## config.mk

```make
export PLATFORM = sky130hd
export DESIGN_NAME = fslt_ctrl
export DESIGN_NICKNAME = d
export VERILOG_FILES = /design/src/rtl/fslt_pkg.sv /design/src/rtl/fslt_ctrl.sv
export SDC_FILE = /design/constraint.sdc
export NUM_CORES = 1
export LEC_CHECK = 0
export CORE_AREA = 4 4 41 43
export DETAILED_ROUTE_END_ITERATION = 8
export DIE_AREA = 0 0 45 47
export DONT_BUFFER_PORTS = 1
export PLACE_DENSITY = 0.45
export SLEW_MARGIN = 20
export SYNTH_ARGS = -nofsm -noshare
export SYNTH_HDL_FRONTEND = slang
export SYNTH_SLANG_ARGS = --single-unit
```

## constraint.sdc

```tcl
create_clock -name clk -period 3.35 [get_ports clk]
set_clock_uncertainty 0.1 [all_clocks]
set_input_delay 0.67 -clock clk [delete_from_list [all_inputs] [get_ports clk]]
set_output_delay 0.67 -clock clk [all_outputs]
set_load 0.03 [all_outputs]
```

## src/rtl/fslt_pkg.sv

```systemverilog
// Shared types, codes and helpers of the free-list slot table.
`timescale 1ns / 1ps

package fslt_pkg;

  // Fixed port field widths
  localparam int NAME_W     = 64;
  localparam int VALUE_W    = 16;
  localparam int INDEX_W    = 8;
  localparam int SLOT_W     = 8;
  localparam int FREE_W     = 9;
  // Width that holds any stored link word and any terminal slot number
  localparam int LINK_CMP_W = 17;

  // Request codes
  typedef enum logic [1:0] {
    CMD_ADD  = 2'd0,
    CMD_DEL  = 2'd1,
    CMD_SRCH = 2'd2,
    CMD_NOP  = 2'd3
  } cmd_code_t;

  // Result status codes
  typedef enum logic [1:0] {
    ST_OK        = 2'd0,
    ST_FULL      = 2'd1,
    ST_BAD_INDEX = 2'd2,
    ST_NOT_FOUND = 2'd3
  } status_t;

  // Controller states
  typedef enum logic [2:0] {
    S_IDLE,
    S_ADD_CHK,
    S_ADD_POP,
    S_DEL_CHK,
    S_DEL_WR,
    S_SRCH,
    S_RESP
  } state_t;

  // Datapath operations issued by the controller
  typedef enum logic [3:0] {
    OP_NONE,
    OP_CAPTURE,
    OP_ADD_TAIL,
    OP_ADD_FULL,
    OP_ADD_POP,
    OP_DEL_BAD,
    OP_DEL_PUSH,
    OP_SCAN,
    OP_SRCH_HIT,
    OP_SRCH_MISS
  } dp_op_t;

  // Controller to datapath
  typedef struct packed {
    dp_op_t op;
    logic   load_out;
  } fslt_cmd_t;

  // Datapath to controller
  typedef struct packed {
    logic head_is_term;  // free-list head is the terminal slot
    logic full;          // table already at capacity
    logic idx_bad;       // delete index at or past the terminal
    logic hit;           // scan compare matched
    logic miss;          // scan ran out of slots
  } fslt_stat_t;

  // Keep name bytes before the first zero byte, within nbytes bytes
  function automatic logic [NAME_W-1:0] norm_name(input logic [NAME_W-1:0] n,
                                                  input int nbytes);
    logic [NAME_W-1:0] r;
    logic              stop;
    r    = '0;
    stop = 1'b0;
    for (int k = 0; k < NAME_W / 8; k++) begin
      if (k >= nbytes || n[8*k +: 8] == 8'd0) begin
        stop = 1'b1;
      end
      if (!stop) begin
        r[8*k +: 8] = n[8*k +: 8];
      end
    end
    return r;
  endfunction

endpackage

```

## src/rtl/fslt_ctrl.sv

```systemverilog
// Controller state machine of the free-list slot table.
`timescale 1ns / 1ps

module fslt_ctrl (
  input  logic               clk,
  input  logic               rst_n,
  input  logic               in_valid,
  output logic               in_ready,
  input  logic [1:0]         in_command,
  output logic               out_valid,
  input  logic               out_ready,
  input  fslt_pkg::fslt_stat_t stat,
  output fslt_pkg::fslt_cmd_t  cmd
);
  import fslt_pkg::*;

  state_t state_r, state_nxt;
  logic   out_valid_r, out_valid_nxt;
  logic   out_free;

  // Output register can take a result this cycle
  assign out_free = !out_valid_r || out_ready;

  // Next state
  always_comb begin
    state_nxt = state_r;
    unique case (state_r)
      S_IDLE: begin
        if (in_valid) begin
          unique case (cmd_code_t'(in_command))
            CMD_ADD:  state_nxt = S_ADD_CHK;
            CMD_DEL:  state_nxt = S_DEL_CHK;
            CMD_SRCH: state_nxt = S_SRCH;
            CMD_NOP:  state_nxt = S_RESP;
          endcase
        end
      end
      S_ADD_CHK: state_nxt = stat.head_is_term ? S_RESP : S_ADD_POP;
      S_ADD_POP: state_nxt = S_RESP;
      S_DEL_CHK: state_nxt = stat.idx_bad ? S_RESP : S_DEL_WR;
      S_DEL_WR:  state_nxt = S_RESP;
      S_SRCH: begin
        if (stat.hit || stat.miss) begin
          state_nxt = S_RESP;
        end
      end
      S_RESP: begin
        if (out_free) begin
          state_nxt = S_IDLE;
        end
      end
      default: state_nxt = S_IDLE;
    endcase
  end

  // Datapath commands
  always_comb begin
    cmd.op       = OP_NONE;
    cmd.load_out = 1'b0;
    unique case (state_r)
      S_IDLE: begin
        if (in_valid) begin
          cmd.op = OP_CAPTURE;
        end
      end
      S_ADD_CHK: begin
        if (stat.head_is_term) begin
          cmd.op = stat.full ? OP_ADD_FULL : OP_ADD_TAIL;
        end
      end
      S_ADD_POP: cmd.op = OP_ADD_POP;
      S_DEL_CHK: begin
        if (stat.idx_bad) begin
          cmd.op = OP_DEL_BAD;
        end
      end
      S_DEL_WR: cmd.op = OP_DEL_PUSH;
      S_SRCH: begin
        priority if (stat.hit) begin
          cmd.op = OP_SRCH_HIT;
        end else if (stat.miss) begin
          cmd.op = OP_SRCH_MISS;
        end else begin
          cmd.op = OP_SCAN;
        end
      end
      S_RESP: cmd.load_out = out_free;
      default: cmd.op = OP_NONE;
    endcase
  end

  // Result beat valid flag
  always_comb begin
    out_valid_nxt = out_valid_r;
    if (cmd.load_out) begin
      out_valid_nxt = 1'b1;
    end else if (out_ready) begin
      out_valid_nxt = 1'b0;
    end
  end

  always_ff @(posedge clk) begin
    if (!rst_n) begin
      state_r     <= S_IDLE;
      out_valid_r <= 1'b0;
    end else begin
      state_r     <= state_nxt;
      out_valid_r <= out_valid_nxt;
    end
  end

  assign in_ready  = (state_r == S_IDLE);
  assign out_valid = out_valid_r;

  // A new result never overwrites one still waiting
  a_load_free: assert property (@(posedge clk) disable iff (!rst_n)
    cmd.load_out |-> (!out_valid_r || out_ready))
    else $error("result loaded over a pending beat");

  // An accepted beat always leaves idle
  a_accept_leaves_idle: assert property (@(posedge clk) disable iff (!rst_n)
    (in_valid && in_ready) |=> (state_r != S_IDLE))
    else $error("controller stayed idle after accepting a beat");

endmodule

```

**Word-level counts from Yosys, hierarchy flattened**

Index checks and enable logic that the tools add are counted.

- Equality and inequality tests: 12
- Mux-type cells: 17
- Reductions and logical operators: 8

Operator list:

| kind | number |
|---|---|
| $pmux 4 s6 | 1 |
| $pmux 3 s6 | 1 |
| $mux 3 | 5 |
| $pmux 3 s4 | 1 |
| $eq 3x3->1 const B | 3 |
| $mux 4 | 2 |
| $eq 3x2->1 const B | 2 |
| $ne 2x2->1 const B | 3 |
| $mux 1 | 5 |
| $eq 2x2->1 const B | 2 |
| $mux 2 | 2 |
| $eq 3x1->1 const B | 1 |
| $logic_not 3->1 | 1 |
| $reduce_and 3->1 | 1 |
| $eq 2x1->1 const B | 1 |
| $logic_not 2->1 | 1 |
| $logic_or 1x1->1 | 2 |
| $reduce_bool 2->1 | 1 |
| $reduce_or 2->1 | 1 |
| $logic_not 1->1 | 1 |

- Bits in registers: 4
- Input bits: 11
- Output and inout port bits: 7
- Word-level logic and storage cells: 39

**Logic depth before layout (Yosys ltp)**

- Depth after elaboration: 4
- Depth in mapped cells: 4
- Gate-level depth less buffers: 3

**Worst setup path after synthesis**

OpenSTA, ideal clock, no wires.

- Path kind: in2out
- Start: in stat[0] (netlist name)
- End: out cmd[2] (netlist name)
- Arrival: 1502 ps
- Required time: 2580 ps
- Slack: 1078 ps
- Stages on the path: 2
- Path buffers: 0
- Cells stage by stage: or4_4 -> o21ai_1

RTL lines:

| element | line | text |
|---|---|---|
| from (decl) | fslt_ctrl.sv:12 | `input fslt_pkg::fslt_stat_t stat,` |
| to (decl) | fslt_ctrl.sv:13 | `output fslt_pkg::fslt_cmd_t cmd` |

==> results.py <==
metrics = {
    "sta": {
        "period_needed_ns": 2.39,
        "clock.fmax_mhz": 419,
        "setup_tns_ns": 0,
        "max_slew_margin_pct": 57.4,
        "hold_violations": 0,
        "maxSlewViolCount": 0,
        "final.setup.worst_slack_ns": 0.962,
        "worst-slew-pin-transition_ns": 0.640,
        "rsz0062_at_grt": "false",
        "finalSetupViolCount": 0,
        "period_share_pct": 71.3,
    },
    "power_and_ir_drop": {
        "p_leak_nw": 0.130,
        "power.density_nw_per_um2": 547,
        "vdd_ir_drop_max_v": 0.000197,
    },
    "clock_network": {
        "cts_tree": "built",
        "cts_max_path_buffers": 2,
        "clk_latency_ns": 0.25,
        "cts_buffers": 3,
        "cts_resized": 0,
        "hold_buffers": 0,
        "htree_levels": 1,
        "clk_pin_slew_ns": 0.05,
        "cts_setup_buffers": 0,
        "cts.sinks": 4,
        "root_buffer": "clkbuf_4",
    },
    "run": {
        "maxCapViolations": 0,
    },
    "synth": {
        "synth_ff_type": "dfxtp_1",
        "syn-num-nets": 54,
        "ys_warn_count": 0,
        "netlist_area_um2": 325,
        "synth_area_leader_cell": "dfxtp_1",
        "synth-simple-area-share_pct": 37.3,
        "synth-seq-area-share_pct": 24.6,
        "synth_compound_area_share_pct": 32.7,
        "synth_seq_cells": 4,
        "yosys-top-cells-count": "nand2_1, dfxtp_1, nor2b_1, nor2_1",
        "synth_edf_count": 0,
        "async_flop_share_pct": 0,
        "yosys.cell_count.top_type": "nand2_1",
        "synth_area_leaders": "dfxtp_1, nor2b_1, nand2_1, o31a_1, nand3b_1",
        "synth_top_family_by_area": "simple AND/OR/NAND/NOR gates",
        "synth_xor_area_share_pct": 0,
        "netlist_instances": 43,
        "synth_top_area_share_pct": 24.6,
        "avgSynthCellArea_um2": 7.57,
        "yosysUniqueCellTypes": 26,
        "synthMuxAreaShare_pct": 0,
        "synth_fa_ha_area_share_pct": 0,
    },
    "drt": {
        "ant_nets": 0,
        "avgRoutedWirePerCell_um": 14.3,
        "dr.pass1.iters": 4,
        "drc": 0,
        "vias": 318,
        "drt_iter0_drc": 6,
        "routed_wl_um": 858,
        "viasPerCell": 5.30,
    },
    "final_layout": {
        "drive_gt1_share_pct": 17.8,
        "nFillCells": 148,
        "utilization_pct": 28.0,
        "multi_input_area_um2": 228,
        "final_cells": 60,
        "n_antenna_cell": 0,
        "syn_to_final_growth_pct": 11.9,
        "ff_latch_area_um2": 80.1,
        "num-nets-final": 58,
        "final_area_um2": 364,
    },
    "worst_setup_path": {
        "critPathCaptureType": "output pin",
        "worstSetupStartpoint": "state_r[2]",
        "crit_type": "reg -> out",
        "path_max_fanout": 9,
        "r2r-start": "state_r[1]",
        "cp-start-kind": "register",
        "crit_required_ns": 2.58,
        "crit_arrival_ns": 1.62,
    },
    "global_route": {
        "grt_pass1_vias": 313,
        "antenna_found_initial": 0,
        "grt_usage_pct": 9.87,
        "overflow": 0,
        "grt_pass1_wl_um": 1390,
        "grt_max_degree": 14,
    },
    "outcome": {
        "status": "finished clean",
    },
    "place": {
        "post_dp_cell_area_um2": 342,
        "dp.cells": 57,
        "portBuffers": 0,
        "place_ws_ns": 1.06,
        "globalplace.congestion": 0.710,
        "dpl.hpwl_um": 664,
    },
    "floorplan": {
        "ios": 18,
        "rows": 13,
        "die_w_um": 45,
        "die_area_um2": 2120,
        "start_util_pct": 25.0,
        "die_h_um": 47,
        "core_um2": 1300,
    },
    "min_path": {
        "hold_start": "rst_n",
        "hp-class": "in -> reg",
    },
}
worst max-delay path: stages, from the launching register on:
cell,delay [ns]
dfxtp_1,0.47
nand2_2,0.13
or4_4,0.44
o21ai_1,0.34
layer usage:
| layer | vias up | track usage [%] | wire (µm) |
|---|---|---|---|
| li1 | 161 | - | - |
| met3 | 2 | 4.98 | 67 |
| met5 | - | 0 | 0 |
| met1 | 146 | 9.32 | 327 |
| met2 | 9 | 15.8 | 441 |
| met4 | 0 | 8.77 | 22 |
cell type report:
type                       instances  share of cell area, %
clock buffer                       3                   6.19
multi-input combinational         36                   62.5
sequential                         4                   22.0
timing repair buffer               2                   4.12
tap                               15                   5.15
sequential cells by signal (all words and copies together), names as in the netlist:
register and cells:
out_valid 1, state_r 3
where the power goes:
part,internal (mW),total (mW),switching (mW)
clock,0.0403,0.0641,0.0237
combinational,0.0243,0.0671,0.0428
sequential,0.0535,0.0679,0.0144
total,0.118,0.199,0.0809
cells by family (layout without fill, tap and decap cells):
group | Yosys count | count (layout)
AO/OA/AOI/OAI | 14 | 14
buffers and inverters | 3 | 5
flip-flops | 4 | 4
AND/OR/NAND/NOR | 22 | 22
placed cells by master, fill, tap and decap left out, drive strengths merged, types with 2 or more instances in the layout:
master  n
nor2b   4
clkbuf  3
buf     2
a21boi  2
dfxtp   4
nand2   6
o31a    2
nand3b  2
o21ai   3
nor3    2
nor2    3
metrics by stage:
stage	hold WS [ns]	power, mW
after floorplan	0.457	0.127
after global placement	0.566	0.138
after detailed placement	0.574	0.136
after CTS	0.448	0.204
after global routing	0.450	0.215
final	0.457	0.199
final timing paths:
| kind | cells past startpoint | slack, ns | to |
|---|---|---|---|
| max | 3 | 0.96 | cmd[2] |
| min | 1 | 0.46 | state_r[1] |
| max reg2reg | 4 | 1.94 | state_r[1] |
| min reg2reg | 2 | 0.57 | out_valid |
Power figures use the tool's default switching activity.
